`config.mk`:
```
export PLATFORM = sky130hd
export DESIGN_NAME = fde_seq
export DESIGN_NICKNAME = d
export VERILOG_FILES = /design/src/rtl/fde_pkg.sv /design/src/rtl/fde_seq.sv
export SDC_FILE = /design/constraint.sdc
export NUM_CORES = 1
export LEC_CHECK = 0
export BUFFER_PORTS_ARGS = -buffer_cell sky130_fd_sc_hd__buf_2
export CAP_MARGIN = 20
export CORE_MARGIN = 5
export CORE_UTILIZATION = 37
export CTS_CLUSTER_DIAMETER = 30
export CTS_CLUSTER_SIZE = 16
export DETAILED_ROUTE_END_ITERATION = 16
export PLACE_DENSITY = 0.68
export SLEW_MARGIN = 5
export SYNTH_ARGS = -nofsm -noshare
export SYNTH_HDL_FRONTEND = slang
export SYNTH_SLANG_ARGS = --single-unit
```
`constraint.sdc`:
```
create_clock -name clk -period 2.45 [get_ports clk]
set_input_delay 0.245 -clock clk [delete_from_list [all_inputs] [get_ports clk]]
set_output_delay 0.245 -clock clk [all_outputs]
set_load 0.02 [all_outputs]
```
`src/rtl/fde_pkg.sv`:
```
// shared types, constants and helpers of the fractional delay echo
package fde_pkg;

	localparam int SAMPLE_W   = 16;
	localparam int OPB_W      = 17;
	localparam int PROD_W     = 33;
	localparam int ACC_W      = 34;
	localparam int CFG_IDX_W  = 2;
	localparam int CFG_DATA_W = 20;

	// configuration register indexes
	localparam logic [CFG_IDX_W-1:0] REG_DELAY = 2'd0;
	localparam logic [CFG_IDX_W-1:0] REG_GAIN  = 2'd1;
	localparam logic [CFG_IDX_W-1:0] REG_MIX   = 2'd2;

	typedef logic signed [SAMPLE_W-1:0] sample_t;
	typedef logic signed [OPB_W-1:0]    coef_t;
	typedef logic signed [PROD_W-1:0]   prod_t;
	typedef logic signed [ACC_W-1:0]    acc_t;

	// register limits
	localparam sample_t            GAIN_MAX = 16'sd32440;
	localparam sample_t            GAIN_MIN = -16'sd32440;
	localparam logic [SAMPLE_W-1:0] MIX_FULL = 16'd32768;

	// rounding biases for the two output scalings
	localparam acc_t RND_Q8  = 34'sd128;
	localparam acc_t RND_Q15 = 34'sd16384;

	// saturation bounds
	localparam acc_t SAT_HI = 34'sd32767;
	localparam acc_t SAT_LO = -34'sd32768;

	// command from the sequencer to the multiply-accumulate unit
	typedef struct packed {
		logic mul_en;
		logic acc_en;
		logic acc_load;
		logic rnd_q15;
	} mac_cmd_t;

	// clamp a scaled accumulator value to a 16-bit sample
	function automatic sample_t sat16(input acc_t v);
		sample_t r;
		if (v > SAT_HI) begin
			r = 16'sh7fff;
		end else if (v < SAT_LO) begin
			r = -16'sh8000;
		end else begin
			r = v[SAMPLE_W-1:0];
		end
		return r;
	endfunction

endpackage

```
`src/rtl/fde_seq.sv`:
```
// sequencer: read positions, operand steering, line write-back and output register
module fde_seq #(
	parameter int LINE_SIZE = 4096
) (
	input  logic                               clk,
	input  logic                               arst_n,
	input  logic                               in_valid,
	output logic                               in_ready,
	input  fde_pkg::sample_t                   sample_in,
	output logic                               out_valid,
	input  logic                               out_ready,
	output fde_pkg::sample_t                   sample_out,
	input  logic [$clog2(LINE_SIZE)+7:0]       delay_q8,
	input  fde_pkg::sample_t                   feedback_gain,
	input  logic [fde_pkg::SAMPLE_W-1:0]       wet_mix,
	output logic                               ram_we,
	output logic [$clog2(LINE_SIZE)-1:0]       ram_waddr,
	output logic [fde_pkg::SAMPLE_W-1:0]       ram_wdata,
	output logic [$clog2(LINE_SIZE)-1:0]       ram_raddr,
	input  logic [fde_pkg::SAMPLE_W-1:0]       ram_rdata,
	output fde_pkg::mac_cmd_t                  cmd,
	output fde_pkg::sample_t                   op_a,
	output fde_pkg::coef_t                     op_b,
	input  fde_pkg::acc_t                      acc,
	input  fde_pkg::acc_t                      sum
);

	localparam int AW = $clog2(LINE_SIZE);
	localparam int PW = AW + 8;
	localparam logic [AW-1:0] LAST     = AW'(LINE_SIZE - 1);
	localparam logic [PW:0]   LINE_POS = (PW + 1)'(LINE_SIZE * 256);

	// state codes
	localparam logic [3:0] S_CLEAR = 4'd0;
	localparam logic [3:0] S_IDLE  = 4'd1;
	localparam logic [3:0] S_A     = 4'd2;
	localparam logic [3:0] S_B     = 4'd3;
	localparam logic [3:0] S_D1    = 4'd4;
	localparam logic [3:0] S_D2    = 4'd5;
	localparam logic [3:0] S_F1    = 4'd6;
	localparam logic [3:0] S_F2    = 4'd7;
	localparam logic [3:0] S_M1    = 4'd8;

	logic [3:0]       state_q;
	logic [AW-1:0]    wp_q;
	logic [AW-1:0]    wp_next;
	logic [AW-1:0]    second_q;
	logic [7:0]       frac_q;
	fde_pkg::sample_t x_q;
	fde_pkg::sample_t delayed_q;
	logic             out_valid_q;
	fde_pkg::sample_t sample_out_q;

	logic [PW:0]      diff;
	logic [PW-1:0]    pos;
	logic [AW-1:0]    first;
	logic [AW-1:0]    second;
	logic [7:0]       frac;
	logic [8:0]       frac_inv;
	fde_pkg::sample_t delayed_w;
	fde_pkg::sample_t fb_w;
	logic             accept;
	logic             out_free;

	// read position behind the write pointer, wrapped once into the line
	always_comb begin
		diff = {1'b0, wp_q, 8'b0} - {1'b0, delay_q8};
		pos  = diff[PW] ? PW'(diff + LINE_POS) : diff[PW-1:0];
		first  = pos[PW-1:8];
		frac   = pos[7:0];
		second = (first == LAST) ? '0 : first + AW'(1);
	end

	assign wp_next   = (wp_q == LAST) ? '0 : wp_q + AW'(1);
	assign frac_inv  = 9'd256 - {1'b0, frac_q};
	assign delayed_w = fde_pkg::sample_t'(acc >>> 8);
	assign fb_w      = fde_pkg::sat16(acc >>> 15);
	assign accept    = in_valid && (state_q == S_IDLE);
	assign out_free  = !out_valid_q || out_ready;

	// operand steering and memory control per step
	always_comb begin
		cmd       = '0;
		op_a      = x_q;
		op_b      = '0;
		ram_we    = 1'b0;
		ram_wdata = fb_w;
		ram_raddr = first;
		unique case (state_q)
			S_CLEAR: begin
				ram_we    = 1'b1;
				ram_wdata = '0;
			end
			S_IDLE: begin
				ram_raddr = first;
			end
			S_A: begin
				// older tap times one minus fraction
				ram_raddr  = second_q;
				cmd.mul_en = 1'b1;
				op_a       = ram_rdata;
				op_b       = {8'b0, frac_inv};
			end
			S_B: begin
				// newer tap times fraction, start interpolation sum
				cmd.mul_en   = 1'b1;
				cmd.acc_en   = 1'b1;
				cmd.acc_load = 1'b1;
				op_a         = ram_rdata;
				op_b         = {9'b0, frac_q};
			end
			S_D1: begin
				// dry sample at unity for the feedback sum
				cmd.mul_en = 1'b1;
				cmd.acc_en = 1'b1;
				op_a       = x_q;
				op_b       = {1'b0, fde_pkg::MIX_FULL};
			end
			S_D2: begin
				// delayed sample times feedback gain
				cmd.mul_en   = 1'b1;
				cmd.acc_en   = 1'b1;
				cmd.acc_load = 1'b1;
				cmd.rnd_q15  = 1'b1;
				op_a         = delayed_w;
				op_b         = {feedback_gain[fde_pkg::SAMPLE_W-1], feedback_gain};
			end
			S_F1: begin
				// dry part of the mix
				cmd.mul_en = 1'b1;
				cmd.acc_en = 1'b1;
				op_a       = x_q;
				op_b       = {1'b0, fde_pkg::MIX_FULL} - {1'b0, wet_mix};
			end
			S_F2: begin
				// write back feedback value, wet part of the mix
				ram_we       = 1'b1;
				cmd.mul_en   = 1'b1;
				cmd.acc_en   = 1'b1;
				cmd.acc_load = 1'b1;
				cmd.rnd_q15  = 1'b1;
				op_a         = delayed_q;
				op_b         = {1'b0, wet_mix};
			end
			S_M1: begin
				ram_raddr = first;
			end
			default: begin
				ram_raddr = first;
			end
		endcase
	end

	assign ram_waddr = wp_q;

	// control state
	always_ff @(posedge clk or negedge arst_n) begin
		if (!arst_n) begin
			state_q     <= S_CLEAR;
			wp_q        <= '0;
			out_valid_q <= 1'b0;
		end else begin
			unique case (state_q)
				S_CLEAR: begin
					wp_q <= wp_next;
					if (wp_q == LAST) begin
						state_q <= S_IDLE;
					end
				end
				S_IDLE: begin
					if (accept) begin
						state_q <= S_A;
					end
				end
				S_A:  state_q <= S_B;
				S_B:  state_q <= S_D1;
				S_D1: state_q <= S_D2;
				S_D2: state_q <= S_F1;
				S_F1: state_q <= S_F2;
				S_F2: begin
					wp_q    <= wp_next;
					state_q <= S_M1;
				end
				S_M1: begin
					if (out_free) begin
						state_q <= S_IDLE;
					end
				end
				default: state_q <= S_IDLE;
			endcase

			// output beat handshake
			if ((state_q == S_M1) && out_free) begin
				out_valid_q <= 1'b1;
			end else if (out_ready) begin
				out_valid_q <= 1'b0;
			end
		end
	end

	// payload registers
	always_ff @(posedge clk) begin
		if (accept) begin
			x_q      <= sample_in;
			second_q <= second;
			frac_q   <= frac;
		end
		if (state_q == S_D2) begin
			delayed_q <= delayed_w;
		end
		if ((state_q == S_M1) && out_free) begin
			sample_out_q <= fde_pkg::sat16(sum >>> 15);
		end
	end

	assign in_ready   = (state_q == S_IDLE);
	assign out_valid  = out_valid_q;
	assign sample_out = sample_out_q;

endmodule

```
### Word level (Yosys, flattened, before mapping)

Index checks and enable logic that the tools add are counted.
Widths: inputs -> output; s select.

* flip-flop bits (word level): 85
* input bits: 156
* output and inout bits: 96

* add/subtract/negate cells: 6
* order comparisons: 4
* equality and inequality tests: 13
* muxes and demuxes: 20
* reductions and logical operators: 13

Operators with widths (number)
* $pmux 17 s6: 1
* $mux 16: 4
* $pmux 16 s3: 1
* $gt 19x16->1 const B: 2
* $lt 19x16->1 const B: 2
* $pmux 4 s9: 1
* $add 12x1->12 const B: 2
* $eq 12x12->1 const B: 2
* $mux 12: 2
* $sub 20x20->21: 1
* $add 20x1->20 const B: 1
* $mux 20: 1
* $sub 16x16->17 const A: 1
* $eq 4x3->1 const B: 4
* $mux 4: 3
* $sub 9x8->9 const A: 1
* $eq 4x2->1 const B: 2
* $mux 1: 7
* $reduce_or 2->1: 3
* $reduce_or 6->1: 1
* $reduce_or 5->1: 1
* $eq 4x1->1 const B: 1
* $eq 4x4->1 const B: 1
* $logic_not 4->1: 1
* other kinds (8): 10

### Longest topological paths before layout

* depth after elaboration: 4
* gate-level depth with buffers: 11
* mapped depth without buffers: 10

### Worst setup path before layout

No wires, ideal clock.

* path kind: register to output
* start point: reg state_q[2]
* end point: out op_a[15]
* arrival time: 2.563 ns
* slack: -0.358 ns
* stages on the path, launching flop included: 8
* buffers on the path: 2
* path through: dfrtp_1 > buf_2 > nor2b_1 > nand2_1 > nor2_1 > clkbuf_1 > a222oi_1 > a21oi_1

* longest elaborated chain between the ends: 3

Ends and longest elaborated chain
* start, declared: RTL line fde_seq.sv:44 `logic [3:0] state_q;`
* start signal, assigned: RTL line fde_seq.sv:159 `state_q <= S_CLEAR;`
* start signal, assigned: RTL line fde_seq.sv:167 `state_q <= S_IDLE;`
* start signal, assigned: RTL line fde_seq.sv:172 `state_q <= S_A;`
* $eq 4x2->1: RTL line fde_seq.sv:89 `unique case (state_q)`
* $reduce_or 2->1 (no source line)
* $pmux 16 s3 *: RTL line fde_seq.sv:89
* end, declared: RTL line fde_seq.sv:22 `output fde_pkg::sample_t op_a,`

Every way passes the cells marked *; elsewhere a longest branch is shown, timed or not.

### Worst setup path in the final report

* start point: reg wp_q[1] (netlist: ram_waddr[1])
* end point: out ram_raddr[10]

* longest elaborated chain between the ends: 4

Ends and longest elaborated chain
* start, declared: RTL line fde_seq.sv:45 `logic [AW-1:0] wp_q;`
* start signal, assigned: RTL line fde_seq.sv:165 `wp_q <= wp_next;`
* start signal, assigned: RTL line fde_seq.sv:181 `wp_q <= wp_next;`
* $sub 20x20->21 *: RTL line fde_seq.sv:67 `diff = {1'b0, wp_q, 8'b0} - {1'b0, delay_q8};`
* $add 20x1->20: RTL line fde_seq.sv:68 `pos = diff[PW] ? PW'(diff + LINE_POS) : diff[PW-1:0];`
* $mux 20 *: RTL line fde_seq.sv:68
* $mux 12 *: RTL line fde_seq.sv:89
* end, declared: RTL line fde_seq.sv:19 `output logic [$clog2(LINE_SIZE)-1:0] ram_raddr,`

Marks and branches as above.

==> metrics.md <==
| Metric | Value |
|---|---|
| Status | finished with violations |
| Violated checks | setup timing |
| Register clock-pin slew on the reported worst setup and hold paths | 0.07 ns |
| Critical path class | reg2out |
| Comb power frac | 63.1% |
| Clock skew | 0.00972 ns |
| Final WL | 17.3 mm |
| Largest net degree at the start of global routing | 35 |
| Core Rows | 45 |
| Core area | 0.0150 sq mm |
| Post-route setup slack | -0.332 ns |
| Top-area cell type share of the netlist area | 36.5% |
| Final setup fails | 19 |
| Crit path max fanout | 3 |
| CP arrival | 2.54 ns |
| Grt ovf | 0 |
| Vias/cell | 5.16 |
| Nets | 1051 |
| Net count after synthesis | 746 |
| WHS | 0.0695 ns |
| DRT iter0 DRCs | 316 |
| Seq pwr share | 22.4% |
| Warnings, synthesis | 0 |
| P_sw | 4130 uW |
| TritonCTS clock tree | built |
| Setup WS pre-CTS | -0.212 ns |
| Power Dens Cells | 1110 mW/mm^2 |
| Drt pass-1 iters | 5 |
| Worst Max-Slew Pin Slew | 0.916 ns |
| Slew headroom | 38.7% |
| Fin. max-slew vios | 0 |
| Tcrit/Tclk final | 114% |
| First-pass GRT wire length | 26.4 mm |
| Hold path cells | 1 |
| Synth area leader | edfxtp_1 |
| Post-synth top cells | 76 x nor2_1, 68 x edfxtp_1, 42 x a21oi_1 |
| Die Footprint | 0.0177 sq mm |
| Synth top area cells | edfxtp_1 36%, dfrtp_1 7.6%, nor2_1 5.1%, xnor2_1 4.4%, o21a_1 4.3% |
| Total track usage | 18.5% |
| Post-synthesis cell type count | 60 |
| Compound-Gate Fraction of Synth Area | 19.1% |
| DP Cell Count | 1036 |
| CP Launch Type | flop |
| Yosys reg bits | 85 |
| Clock Root Buffer | clkbuf_16 |
| IO Port Bufs | 228 |
| Number of remaining DRC errors | 0 |
| Dpl cell area | 0.00758 sq mm |
| Htree depth | 3 |
| Async SR Flop Fraction | 20.0% |
| Post-Syn Area per Cell | 9.76 sq um |
| Worst vdd ir | 0.716 mV |
| R2R setup slack | -0.28 ns |
| Syn Inst Count | 574 |
| Critical Path RT | 2.20 ns |
| Worst R2R End | second_q[7]$_SDFFCE_PN0P_ |
| Initial core utilization | 37.3% |
| Top-count cell post-synth | nor2_1 |
| IO Count | 252 |
| Final Cell Area | 0.00846 sq mm |
| Number of routed nets with antenna violations | 0 |
| Max Freq | 360 MHz |
| Final hold violation count | 0 |
| Cts bufs inserted | 9 |
| Xor/xnor share of the synthesized area | 7.17% |
| # clock sinks | 85 |
| Die width | 133 microns |
| Clk_lat worst skew | 0.35 ns |
| Vias in the first global route | 5260 |
| Initial antenna violation count | 0 |
| GPL Wtd Cong | 0.867 |
| Mux cell area share after synthesis | 5.27% |
| Clock share of power | 14.5% |
| Hold Crit Class | in2reg |
| Synth Flop Type | edfxtp_1 |
| CP Capture Type | output port |
| Area growth syn-to-layout | 51.1% |
| Sequential area share after synthesis | 44.0% |
| Layout cells sized above 1 | 47.2% |
| RSZ-0062 raised after global routing | true |
| Worst r2r src | ram_waddr[1]$_DFFE_PN0P_ |
| Post-DP HPWL | 13.5 mm |
| Finished Layout Cells | 1072 |
| Critical path startpoint | ram_waddr[1]$_DFFE_PN0P_ |
| Reg2Reg Depth | 11 |
| Switching share of power | 44.2% |
| Worst setup path end | ram_raddr[10] |
| Wirelength per Cell | 16.1 microns |
| Diode count | 0 |
| Die Height | 133 microns |
| Fin crit period | 2.78 ns |
| Static leakage | 0.00375 uW |
| Synthesized area | 0.00560 sq mm |
| Max cap viols | 0 |
| Number of flops mapped to enable cells by yosys | 68 |
| Cell internal pwr | 5230 uW |
| Adder-cell area share of the yosys netlist | 3.57% |
| Total number of vias | 5533 |
| Synthesized-area fraction occupied by and/or/nand/nor cells | 17.2% |
| Clk buf depth | 2 |
| Largest family of logic cells by synthesized area | compound AO/OA/AOI/OAI gates |
==> sequential cells by signal, summed over array words and instances, names as in the netlist <==
| signal | count |
|---|---|
| sample_out | 16 |
| delayed_q | 16 |
| frac_q | 8 |
| out_valid | 1 |
| ram_waddr | 12 |
| x_q | 16 |
| second_q | 12 |
| state_q | 4 |
==> cell type report <==
cell class,count,area (sq um)
clock inverters,7,76.3
multi-input cells,435,3360
repair buffers,323,2000
flip-flops and latches,85,2480
inverters,25,93.8
well taps,188,235
fillers,1309,6570
clock buffers,9,225
==> how the worst min path moves through the flow <==
| stage | to | startpoint |
|---|---|---|
| after floorplan | out_valid$_DFFE_PN0P_ | arst_n |
| after detailed placement | ram_waddr[9]$_DFFE_PN0P_ | arst_n |
| after global placement | ram_waddr[11]$_DFFE_PN0P_ | arst_n |
| final | x_q[0]$_DFFE_PP_ | sample_in[0] |
| after global routing | x_q[6]$_DFFE_PP_ | sample_in[6] |
| after CTS | x_q[0]$_DFFE_PP_ | sample_in[0] |
==> power by group through the flow <==
stage	clock network [uW]	registers, uW	logic (uW)
finish	1360	2090	5910
floorplan	0	2150	3220
CTS	1410	2090	5560
global placement	0	2110	5090
global route	1470	2120	6330
detailed placement	0	2120	5140
==> logic make-up (layout without fill, tap and decap cells) <==
kind of cell | after synthesis | in the layout
adders and majority gates | 16 | 16
xor gates and xnor gates | 45 | 45
AOI/OAI and AO/OA | 151 | 151
and+or+nand+nor | 195 | 195
muxes | 28 | 28
DFF | 85 | 85
buffers and inverters | 54 | 364
==> critical path, cell delays in order (launching register included) <==
cell and delay [ns]:
dfrtp_2 0.43, ha_4 0.25, a21o_4 0.22, a41oi_4 0.21, buf_6 0.14, o21ba_4 0.17, nand2_2 0.08, a31oi_4 0.20
xor2_2 0.16, buf_4 0.14, o21ai_2 0.05, buf_6 0.13
==> what timing repair did <==
item | in CTS | in global routing
resized for setup | 60 | 38
hold buffers | 1 | 0
buffers inserted | 10 | 10
pin swaps | 23 | 22
endpoints found under the hold margin | 17 | 0
setup endpoints to repair | 46 | 49
==> per-stage QoR <==
stage	utilization, %	setup TNS [ns]	total power, uW
after detailed placement	50.4	-1.80	7250
after global placement	50.4	-1.40	7200
after global routing	56.3	-6.49	9920
final	56.3	-4.32	9360
after floorplan	-	-1.06	5370
after CTS	54.8	-4.10	9060
==> metal layers <==
metal | track usage, % | vias to the layer above | wire [microns]
met5 | 0 | - | 0
met4 | 6.81 | 0 | 416
met3 | 4.41 | 29 | 1250
met2 | 32.1 | 200 | 8570
met1 | 22.4 | 2547 | 7010
li1 | - | 2757 | -
==> cell usage in the layout, fill, tap and decap left out, types with 8 or more instances in the layout <==
cell,netlist,routed
mux2i_1,16,16
a222oi_1,10,10
buf_4,0,80
a21oi_1,42,39
o22ai_1,8,8
edfxtp_1,68,68
nor2_1,76,71
inv_1,24,24
o21a_1,32,32
nand3_1,15,12
mux2_2,8,8
nor3_1,18,16
clkbuf_16,0,9
nand2_1,39,35
xor2_1,16,14
buf_2,1,216
buf_6,0,24
dfrtp_2,0,10
xnor2_1,28,21
ha_1,16,10
nand4_1,11,11
Power figures use the tool's default switching activity.
