## src/rtl/fde_pkg.sv

```systemverilog
// shared types, constants and helpers of the fractional delay echo
package fde_pkg;

	localparam int SAMPLE_W   = 16;
	localparam int OPB_W      = 17;
	localparam int PROD_W     = 33;
	localparam int ACC_W      = 34;
	localparam int CFG_IDX_W  = 2;
	localparam int CFG_DATA_W = 20;

	// configuration register indexes
	localparam logic [CFG_IDX_W-1:0] REG_DELAY = 2'd0;
	localparam logic [CFG_IDX_W-1:0] REG_GAIN  = 2'd1;
	localparam logic [CFG_IDX_W-1:0] REG_MIX   = 2'd2;

	typedef logic signed [SAMPLE_W-1:0] sample_t;
	typedef logic signed [OPB_W-1:0]    coef_t;
	typedef logic signed [PROD_W-1:0]   prod_t;
	typedef logic signed [ACC_W-1:0]    acc_t;

	// register limits
	localparam sample_t            GAIN_MAX = 16'sd32440;
	localparam sample_t            GAIN_MIN = -16'sd32440;
	localparam logic [SAMPLE_W-1:0] MIX_FULL = 16'd32768;

	// rounding biases for the two output scalings
	localparam acc_t RND_Q8  = 34'sd128;
	localparam acc_t RND_Q15 = 34'sd16384;

	// saturation bounds
	localparam acc_t SAT_HI = 34'sd32767;
	localparam acc_t SAT_LO = -34'sd32768;

	// command from the sequencer to the multiply-accumulate unit
	typedef struct packed {
		logic mul_en;
		logic acc_en;
		logic acc_load;
		logic rnd_q15;
	} mac_cmd_t;

	// clamp a scaled accumulator value to a 16-bit sample
	function automatic sample_t sat16(input acc_t v);
		sample_t r;
		if (v > SAT_HI) begin
			r = 16'sh7fff;
		end else if (v < SAT_LO) begin
			r = -16'sh8000;
		end else begin
			r = v[SAMPLE_W-1:0];
		end
		return r;
	endfunction

endpackage

```

## src/rtl/fde_mac.sv

```systemverilog
// shared multiply-accumulate unit with registered product and rounding preload
module fde_mac (
	input  logic              clk,
	input  fde_pkg::mac_cmd_t cmd,
	input  fde_pkg::sample_t  op_a,
	input  fde_pkg::coef_t    op_b,
	output fde_pkg::acc_t     acc,
	output fde_pkg::acc_t     sum
);

	fde_pkg::prod_t prod_q;
	fde_pkg::acc_t  acc_q;
	fde_pkg::acc_t  base;

	// accumulate onto the rounding bias or onto the running total
	always_comb begin
		if (cmd.acc_load) begin
			base = cmd.rnd_q15 ? fde_pkg::RND_Q15 : fde_pkg::RND_Q8;
		end else begin
			base = acc_q;
		end
		sum = base + fde_pkg::acc_t'(prod_q);
	end

	// product register then accumulator register
	always_ff @(posedge clk) begin
		if (cmd.mul_en) begin
			prod_q <= fde_pkg::prod_t'(op_a) * fde_pkg::prod_t'(op_b);
		end
		if (cmd.acc_en) begin
			acc_q <= sum;
		end
	end

	assign acc = acc_q;

endmodule

```

## config.mk

```make
export PLATFORM = sky130hd
export DESIGN_NAME = fde_mac
export DESIGN_NICKNAME = d
export VERILOG_FILES = /design/src/rtl/fde_pkg.sv /design/src/rtl/fde_mac.sv
export SDC_FILE = /design/constraint.sdc
export NUM_CORES = 1
export LEC_CHECK = 0
export BUFFER_PORTS_ARGS = -buffer_cell sky130_fd_sc_hd__buf_2
export CAP_MARGIN = 20
export CORE_AREA = 2 2 189 191
export DETAILED_ROUTE_END_ITERATION = 8
export DIE_AREA = 0 0 191 193
export MAX_ROUTING_LAYER = met4
export SLEW_MARGIN = 5
export SYNTH_ARGS = -nofsm -noshare
export SYNTH_HDL_FRONTEND = slang
export SYNTH_SLANG_ARGS = --single-unit
```

## constraint.sdc

```tcl
create_clock -name clk -period 12.5 [get_ports clk]
set_input_delay 1.875 -clock clk [delete_from_list [all_inputs] [get_ports clk]]
set_output_delay 1.875 -clock clk [all_outputs]
set_load 0.01 [all_outputs]
```

After elaboration in Yosys (flattened, before gate mapping)
Index checks and enable logic that the tools add are counted.
W data, S select, Z words.
{ "word_totals": {"ff_bits": 67, "inputBits": 38, "out_inout_bits": 68, "wordCells": 6} }
{ "op_classes": {"n_addsub": 1, "n_mul": 1, "mux": 2} }
{ "op_table": {"columns": ["cell", "n"], "rows": [
  ["$add A34 B33 Y34", 1],
  ["$mux W34", 1],
  ["$mul A16 B17 Y33", 1],
  ["$mux W15", 1]
]} }

Longest topological paths before layout
Gate-level depths: netlist of run 1.
{ "depth": {"depth_word": 3, "ltp_mapped": 24, "mapped_depth_nobuf": 22} }

Worst setup path after synthesis of run 1
OpenSTA, ideal clock, no wires.
{ "synth_path": {"path_type": "input port to flip-flop", "start": "input port op_a[7]", "end": "register prod_q[28], data pin", "setup_time_ns": 0.258, "t_arrival_ns": 7.214, "t_required_ns": 12.242, "slack_ns": 5.028, "path_stages": 21, "n_path_buf": 2, "path_cell_list": "clkbuf_1 > clkbuf_1 > nand2_1 > fa_1 > inv_1 > fa_1 > fa_1 > fa_1 > fa_1 > inv_1 > fa_1 > inv_1 > ha_1 > a211o_1 > a21oi_1 > o21ai_0 > a21oi_1 > o21ai_0 > or3_1 > a21oi_1 > xnor2_1"} }
{ "synth_via": {"elab_chain_cells": 1} }
{ "synth_rtl": {"columns": ["element", "line_no", "source"], "rows": [
  ["from (decl)", "fde_mac.sv:5", "input fde_pkg::sample_t op_a,"],
  ["$mul A16 B17 Y33", "fde_mac.sv:28", "prod_q <= fde_pkg::prod_t'(op_a) * fde_pkg::prod_t'(op_b);"],
  ["to (signal assigned)", "fde_mac.sv:28", null],
  ["to (decl)", "fde_mac.sv:11", "fde_pkg::prod_t prod_q;"]
]} }
No other way between the ends.
A chain may end at the register's enable or synchronous reset.

Worst setup path after layout of run 1
{ "layout_path": {"start": "input port op_a[1]", "end": "register prod_q[31], data pin"} }
Same word-level chain as after synthesis.

==> summary.md, run 1 <==
| Metric | Value |
|---|---|
| Crit path kind | `input port to register` |
| Post-synthesis sequential area ratio | `0.143` |
| CTS buffer count | `9` |
| Die ar. | `36900 µm²` |
| Final Slew Violations | `0` |
| RSZ-0062 raised after global routing | `no` |
| Most frequent cells in the layout | `323 x inv_1, 277 x fa_1, 153 x nand2_1` |
| Crit path launch | `op_a[1]` |
| Worst setup EP type | `register` |
| H-tree lvl count | `3` |
| Cell count of the worst reg-to-reg path | `13` |
| Die Ht | `193 µm` |
| Core Region | `35000 µm²` |
| Worst slew pin tran | `0.756 ns` |
| Vias in the first global route | `10600` |
| Arrival @ worst endpoint | `7.78 ns` |
| Period Utilization, post-route | `0.616` |
| Origin of the critical flop-to-flop path | `acc[0]$_DFFE_PP_` |
| Final wirelength | `33.6 mm` |
| Netlist Area Pre-Place | `14100 µm²` |
| Hold/Removal Path Class | `register to register` |
| Setup bufs post-CTS | `0` |
| Synth warn | `0` |
| CTS hold repair buffers | `0` |
| Overflow after GRT | `0` |
| Syn Nets | `1884` |
| Post-synth cell types | `46` |
| Post-DP HPWL | `27.8 mm` |
| Antenna violations before repair | `0` |
| Clk buf depth | `2` |
| Crit path time final | `7.70 ns` |
| Syn avg cell area | `9.70 µm²` |
| Clk slew on worst S/H paths | `0.06 ns` |
| Vias | `9785` |
| Most common cell after layout, fill and taps aside | `inv_1` |
| Largest net degree at the start of global routing | `35` |
| Ant. Diodes | `0` |
| Worst-path fanout max | `17` |
| WL/cell | `16.9 µm` |
| Setup TNS | `0 ns` |
| DRT Pass-1 Iters | `5` |
| Status | `complete, no violations` |
| Worst relative slew slack | `0.496` |
| Iter 0 DRT Violations | `522` |
| Critical path endpoint | `prod_q[31]$_DFFE_PP_` |
| Final Setup Violations | `0` |
| PostCTS Resize Cnt | `0` |
| Max Freq | `130 MHz` |
| Cell Rows | `69` |
| Clk sink count | `67` |
| Post-synth EDFFs | `67` |
| Synth Instances | `1452` |
| Fillers | `3436` |
| I/O pin total | `106` |
| Initial Util | `0.403` |
| Layout cell share with drive strength beyond 1 | `0.0880` |
| Fin nets | `1961` |
| Die X | `191 µm` |
| FF-to-FF setup slack | `9.08 ns` |
| First-pass GRT wire length | `55.7 mm` |
| Clock skew | `0.0115 ns` |
| Final Hold Fails | `0` |
| FF-to-FF End | `acc[30]$_DFFE_PP_` |
| Max-Cap Viols | `0` |
| Global placer's final weighted congestion | `0.870` |
| Post-route ant nets | `0` |
| Most used DFF post-synth | `edfxtp_1` |
| Worst setup SP type | `input port` |
| Vias/cell | `4.90` |
| Async S/R FF share, synth | `0` |
| Worst Path Required | `12.58 ns` |
| Synthesis-stage register bit count | `67` |
| PortBufs | `105` |
| Hold_ws | `0.624 ns` |
| CTS Root Cell | `clkbuf_16` |
| Total track usage | `0.200` |
| Worst-Skew Late Latency | `0.33 ns` |
| CTS tree | `built` |
| Layout area overhead | `8.81%` |
| Post-route DRC | `0` |
final cells by class:
| cell class | count | area (µm²) | area share |
|---|---|---|---|
| inverter | 323 | 1210 | 0.0791 |
| timing repair buffer | 105 | 526 | 0.0343 |
| tap | 461 | 577 | 0.0377 |
| clock buffer | 9 | 225 | 0.0147 |
| multi-input combinational | 1023 | 10700 | 0.699 |
| clock inverter | 7 | 58.8 | 0.00384 |
| sequential | 67 | 2010 | 0.131 |
flip-flops by register name (all words and copies together), names as in the netlist:
signal / flops
acc: 34
prod_q: 33
Yosys cell counts, types with 8 or more instances:
cell	n	area [µm²]
edfxtp_1	67	2010
nor2_1	40	150
nand2_1	153	574
a21oi_1	48	240
ha_1	117	1460
o21a_1	11	82.6
o21ai_0	26	130
clkbuf_1	38	143
nand3_1	8	40.0
xor2_1	22	193
o21ai_1	9	45.0
a21o_1	26	195
and2_1	132	826
nand2b_1	9	56.3
fa_1	277	5550
inv_1	323	1210
nor2b_1	36	225
xnor2_1	44	385
worst min path at each step:
stage | startpoint | end | slack, ns | cells past startpoint
finish | prod_q[0]$_DFFE_PP_ | acc[0]$_DFFE_PP_ | 0.62 | 1
global route | prod_q[0]$_DFFE_PP_ | acc[0]$_DFFE_PP_ | 0.64 | 1
CTS | prod_q[0]$_DFFE_PP_ | acc[0]$_DFFE_PP_ | 0.63 | 1
detailed placement | prod_q[0]$_DFFE_PP_ | acc[0]$_DFFE_PP_ | 0.61 | 1
global placement | prod_q[0]$_DFFE_PP_ | acc[0]$_DFFE_PP_ | 0.61 | 1
floorplan | prod_q[0]$_DFFE_PP_ | acc[0]$_DFFE_PP_ | 0.61 | 1
logic make-up after synthesis:
group                    synth area share
flip-flops                          0.143
buffers and inverters              0.0965
AO/OA/AOI/OAI                      0.0785
adder cells (fa/ha/maj)             0.498
XOR/XNOR                           0.0411
AND/OR/NAND/NOR                     0.142
multiplexers                      0.00151
routing by layer:
metal	GRT usage	wire length, µm	vias to the layer above
met2	0.332	16000	227
met1	0.256	15300	4919
met5	-	0	-
met4	0.0647	826	0
met3	0.0266	1520	46
li1	-	-	4593
worst max-delay path, stage by stage:
cell and delay [ns]:
buf_2 0.33, nand2_1 0.16, inv_1 0.14, fa_1 0.55, fa_1 0.83, fa_1 0.51, fa_1 0.50, fa_1 0.50
inv_1 0.06, fa_1 0.47, inv_1 0.04, ha_1 0.32, o21a_1 0.13, a21oi_1 0.22, o21ai_1 0.12, a21oi_1 0.20
o21ai_0 0.17, a211oi_2 0.27, o21bai_1 0.13, a21oi_2 0.15, xnor2_1 0.08
metrics by stage:
step	cells	setup WS [ns]	instance area [µm²]	utilization
CTS	1995	4.88	15300	0.438
global route	1995	4.41	15300	0.438
global placement	1979	4.68	15000	0.430
detailed placement	1979	4.54	15000	0.430
floorplan	1452	5.03	14100	-
finish	1995	4.80	15300	0.438
Power of run 1 is not shown: default switching activity piles up to over one toggle a cycle in this logic, so the estimate is an artifact.
==> run 2: changes to the inputs <==
clock period = 7.8 ns   (was 12.5 ns; I/O delays follow)
==> run 2 against run 1 <==
Effect of this change: wire length is 0.48% higher; highest routed layer unchanged; first-iteration DRC count is 7.7% lower; utilization hardly changed; via count is 0.38% higher; non-clock buffer count stayed put.
==> summary.md, run 2 (synthesis gave the netlist of run 1 again) <==
| Metric | Value |
|---|---|
| CTS tree | `built` |
| Antenna violations before repair | `0` |
| FF-to-FF End | `acc[30]$_DFFE_PP_` |
| Initial Util | `0.403` |
| Ant. Diodes | `0` |
| Multi-input gate area | `10700 µm²` |
| Worst-Skew Late Latency | `0.33 ns` |
| Layout Cells excl Fill | `1995` |
| Worst Path Required | `7.89 ns` |
| FF-to-FF setup slack | `4.46 ns` |
| Status | `complete, no violations` |
| Vias/cell | `4.92` |
| Cells after DPL | `1979` |
| Clk slew on worst S/H paths | `0.05 ns` |
| Crit path time final | `6.89 ns` |
| I/O pin total | `106` |
| Max-Cap Viols | `0` |
| Final Slew Violations | `0` |
| Max FFs per register | `34` |
| Core Region | `35000 µm²` |
| Slowest stage delay, CP | `0.82 ns` |
| Final wirelength | `33.8 mm` |
| Final Util | `0.438` |
| Vias in the first global route | `10600` |
| DRT Pass-1 Iters | `4` |
| Most common cell after layout, fill and taps aside | `inv_1` |
| Cell Rows | `69` |
| Hold_ws | `0.622 ns` |
| Crit path kind | `input port to register` |
| Final Setup Violations | `0` |
| Slowest stage cell, crit path | `fa_1` |
| Layout cell share with drive strength beyond 1 | `0.0887` |
| Fin nets | `1961` |
| Critical path, cell by cell | `buf_2 > nand2_1 > inv_1 > fa_1 > fa_1 > fa_1 > fa_1 > fa_1 > inv_1 > fa_1 > inv_1 > ha_1 > o21a_1 > a21oi_1 > o21ai_1 > a21oi_1 > o21ai_0 > a211oi_2 > o21bai_1 > a21oi_2 > xnor2_1` |
| Critical path endpoint | `prod_q[31]$_DFFE_PP_` |
| CP delay by family, top | `adder cells` |
| Worst hold path depth | `1` |
| Layout area overhead | `8.82%` |
| Overflow after GRT | `0` |
| Global placer's final weighted congestion | `0.870` |
| PortBufs | `105` |
| Die ar. | `36900 µm²` |
| Setup bufs post-CTS | `0` |
| WL/cell | `16.9 µm` |
| RSZ-0062 raised after global routing | `no` |
| First-pass GRT wire length | `55.6 mm` |
| Setup TNS | `0 ns` |
| Iter 0 DRT Violations | `482` |
| CTS hold repair buffers | `0` |
| Cell mode on critical path | `fa_1` |
| Post-route DRC | `0` |
| Die X | `191 µm` |
| Most frequent cells in the layout | `323 x inv_1, 277 x fa_1, 153 x nand2_1` |
| CTS buffer count | `9` |
| Period Utilization, post-route | `0.884` |
| H-tree lvl count | `3` |
| Clk buf depth | `2` |
| Worst relative slew slack | `0.489` |
| Final Hold Fails | `0` |
| Worst setup EP type | `register` |
| Vias | `9822` |
| Crit path launch | `op_a[1]` |
| CTS Root Cell | `clkbuf_16` |
| Max Freq | `145 MHz` |
| Hold/Removal Path Class | `register to register` |
| Fillers | `3388` |
| Die Ht | `193 µm` |
| PostCTS Resize Cnt | `0` |
| Arrival @ worst endpoint | `6.98 ns` |
| Largest net degree at the start of global routing | `35` |
| Clk sink count | `67` |
| Worst slew pin tran | `0.766 ns` |
| Buf/Inv on CP | `4` |
| Origin of the critical flop-to-flop path | `acc[0]$_DFFE_PP_` |
| Post-DP HPWL | `27.6 mm` |
| Total track usage | `0.201` |
| Critical path depth | `21` |
| Worst setup SP type | `input port` |
| Reg area | `2010 µm²` |
| Worst-path fanout max | `17` |
| Cell count of the worst reg-to-reg path | `13` |
| Clock skew | `0.00511 ns` |
| Post-route ant nets | `0` |
## run 2: layer usage
metal / up-vias / GRT usage / wire length (µm)
li1: 4593 / - / -
met4: 0 / 0.0602 / 845
met2: 256 / 0.334 / 16200
met5: - / - / 0
met3: 41 / 0.0261 / 1760
met1: 4932 / 0.257 / 15000
## run 2: through the flow
| stage | instance area [µm²] | setup slack (ns) |
|---|---|---|
| global route | 15300 | 0.483 |
| CTS | 15300 | 0.928 |
| detailed placement | 15000 | 0.586 |
| finish | 15300 | 0.906 |
| global placement | 15000 | 0.681 |
| floorplan | 14100 | 1.03 |
## run 2: how the worst min path moves through the flow
stage | from | end | slack [ns]
2_1_floorplan | prod_q[0]$_DFFE_PP_ | acc[0]$_DFFE_PP_ | 0.61
4_1_cts | prod_q[0]$_DFFE_PP_ | acc[0]$_DFFE_PP_ | 0.63
6_report | prod_q[0]$_DFFE_PP_ | acc[0]$_DFFE_PP_ | 0.62
5_1_grt | prod_q[0]$_DFFE_PP_ | acc[0]$_DFFE_PP_ | 0.64
3_5_place_dp | prod_q[0]$_DFFE_PP_ | acc[0]$_DFFE_PP_ | 0.61
3_3_place_gp | prod_q[0]$_DFFE_PP_ | acc[0]$_DFFE_PP_ | 0.61
## run 2: worst reg2reg max path: cells and delay by family, from the launching register on
kind | cells | cell delay [ns]
AND/OR/NAND/NOR | 3 | 0.41
flip-flops | 1 | 0.33
AO/OA/AOI/OAI | 7 | 1.66
buffers and inverters | 1 | 0.07
adder cells (fa/ha/maj) | 2 | 0.66
## run 2: layout make-up
class / count / share of cell area
Multi-Input combinational cell: 1023 / 0.699
Sequential cell: 67 / 0.131
Inverter: 323 / 0.0791
Tap cell: 461 / 0.0376
Timing Repair Buffer: 105 / 0.0343
Clock buffer: 10 / 0.0149
Clock inverter: 6 / 0.00367
Power of run 2 is left out for the same reason.
==> run 3: changes to the inputs <==
ABC_AREA = 1   (was default)
CORE_AREA = 2 2 200 202   (was 2 2 189 191)
DIE_AREA = 0 0 202 204   (was 0 0 191 193)
==> run 3 against run 2 <==
Effect of this change: clock-buffer cell count is 1 lower; largest cell class unchanged; die area up 12%; cell count up 36%; non-clock buffer count is 4 higher; design area is 12% higher; highest routed layer unchanged; flip-flop and latch count stayed put.
==> summary.md, run 3 <==
| Metric | Value |
|---|---|
| Iter 0 DRT Violations | `695` |
| Worst-path fanout max | `16` |
| Clk sink count | `67` |
| CTS Root Cell | `clkbuf_16` |
| Die Ht | `204 µm` |
| Global placer's final weighted congestion | `0.913` |
| Worst setup EP type | `register` |
| Simple-Gate Fraction of Synth Area | `0.208` |
| Setup TNS | `0 ns` |
| Post-synthesis sequential area ratio | `0.127` |
| Post-Synth Adder-Cell Area | `0.442` |
| Layout area overhead | `8.06%` |
| Post-route worst setup slack | `1.22 ns` |
| I/O pin total | `106` |
| Die X | `202 µm` |
| Area share of the largest cell type after synthesis | `0.349` |
| Crit path time final | `6.58 ns` |
| Post-synth top area cell | `fa_1` |
| Clk buf depth | `2` |
| Max-Cap Viols | `0` |
| Most frequent cell after synthesis | `inv_1` |
| Syn Nets | `2551` |
| Clk slew on worst S/H paths | `0.06 ns` |
| Arrival @ worst endpoint | `6.69 ns` |
| Fillers | `4059` |
| Post-synth EDFFs | `67` |
| Final wirelength | `42.2 mm` |
| Layout cell share with drive strength beyond 1 | `0.0651` |
| First-pass GRT wire length | `71.5 mm` |
| Netlist Area Pre-Place | `15900 µm²` |
| Post-DP HPWL | `36.0 mm` |
| CTS tree | `built` |
| Vias | `12900` |
| Core Region | `39200 µm²` |
| Ant. Diodes | `0` |
| Vias in the first global route | `13900` |
| Most frequent cells in the layout | `615 x inv_1, 590 x nand2_1, 277 x fa_1` |
| Post-synthesis compound-gate area fraction | `0.0391` |
| Max Freq | `152 MHz` |
| Worst setup SP type | `input port` |
| Max FFs per register | `34` |
| Most common cell after layout, fill and taps aside | `inv_1` |
| PortBufs | `105` |
| Worst-Skew Late Latency | `0.35 ns` |
| Synth Instances | `2119` |
| DRT Pass-1 Iters | `7` |
| Final Slew Violations | `0` |
| Worst relative slew slack | `0.442` |
| Cell mode on critical path | `fa_1` |
| Die ar. | `41200 µm²` |
| Synth warn | `0` |
| Initial Util | `0.405` |
| Largest net degree at the start of global routing | `35` |
| PostCTS Resize Cnt | `0` |
| Fin nets | `2607` |
| Status | `complete, no violations` |
| Clock skew | `0.0107 ns` |
| Synth Area in XOR/XNOR | `0.0237` |
| Final Setup Violations | `0` |
| CTS hold repair buffers | `0` |
| Worst slew pin tran | `0.838 ns` |
| Hold/Removal Path Class | `register to register` |
| Final Hold Fails | `0` |
| Overflow after GRT | `0` |
| Vias/cell | `4.76` |
| Critical path, cell by cell | `buf_2 > nand2_1 > inv_1 > fa_1 > fa_1 > inv_1 > fa_1 > inv_1 > fa_1 > fa_1 > inv_1 > fa_1 > inv_1 > ha_1 > nand2_1 > nor2_1 > nand2_1 > nor3_1 > a21oi_1 > nand2_1 > nand2_1` |
| Mux share of post-synthesis cell area | `0` |
| H-tree lvl count | `3` |
| Main combinational cell family by area after synthesis | `adder cells` |
| Post-route ant nets | `0` |
| Synthesis-stage register bit count | `67` |
| Worst Path Required | `7.90 ns` |
| Largest cells by area after synthesis | `fa_1 35%, inv_1 15%, nand2_1 14%` |
| Total track usage | `0.226` |
| Period Utilization, post-route | `0.844` |
| Async S/R FF share, synth | `0` |
| Syn avg cell area | `7.49 µm²` |
| Setup bufs post-CTS | `0` |
| Slowest stage delay, CP | `0.84 ns` |
| Synth top cells by count | `615 x inv_1, 590 x nand2_1, 277 x fa_1` |
| Most used DFF post-synth | `edfxtp_1` |
| CTS buffer count | `9` |
| Slowest stage cell, crit path | `fa_1` |
| Cell Rows | `73` |
| Pre-CTS setup slack | `0.905 ns` |
| Crit path kind | `input port to register` |
| Post-route DRC | `0` |
| WL/cell | `15.6 µm` |
| Post-synth cell types | `31` |
| RSZ-0062 raised after global routing | `no` |
| Antenna violations before repair | `0` |
## run 3: routing by layer
layer / wire (µm) / up-vias / GRT usage
met1: 18800 / 6304 / 0.289
met2: 21100 / 285 / 0.395
met3: 1670 / 41 / 0.0171
met5: 0 / - / -
met4: 647 / 0 / 0.0454
li1: - / 6247 / -
## run 3: kinds of logic (layout without fill, tap and decap cells)
group           count (synthesis)  in the layout
simple gates                  824            824
buf+inv                       679            740
fa+ha+maj                     394            394
compound gates                112            112
flops                          67             67
xor+xnor                       43             43
## run 3: worst max-delay path: cells and delay by family
family | cells | cell delay, ns
buffers and inverters | 6 | 0.73
adder cells (fa/ha/maj) | 7 | 3.69
AND/OR/NAND/NOR | 7 | 0.98
AO/OA/AOI/OAI | 1 | 0.11
## run 3: final cells by class
class / instances / area, µm² / share of cell area
clock buffers: 9 / 225 / 0.0131
clock inverters: 7 / 81.3 / 0.00474
inverters: 615 / 2310 / 0.135
multi-input cells: 1373 / 11300 / 0.660
flip-flops and latches: 67 / 2010 / 0.117
well taps: 525 / 657 / 0.0383
repair buffers: 109 / 556 / 0.0324
## run 3: path summary, 6_finish.rpt
check / start / endpoint / slack [ns] / cells past startpoint
setup reg to reg: acc[0]$_DFFE_PP_ / acc[30]$_DFFE_PP_ / 5.07 / 14
hold / removal: prod_q[0]$_DFFE_PP_ / acc[0]$_DFFE_PP_ / 0.62 / 1
hold reg to reg: prod_q[0]$_DFFE_PP_ / acc[0]$_DFFE_PP_ / 0.62 / 1
setup / recovery: op_b[16] / prod_q[32]$_DFFE_PP_ / 1.22 / 21
## run 3: metrics by stage
step	utilization	hold WS, ns	std cells	area (µm²)
after global routing	0.438	0.657	2705	17200
after detailed placement	0.430	0.589	2689	16800
final	0.438	0.615	2705	17200
after floorplan	-	0.614	2119	15900
after global placement	0.430	0.580	2689	16800
after CTS	0.438	0.615	2705	17200
Power of run 3 is left out for the same reason.
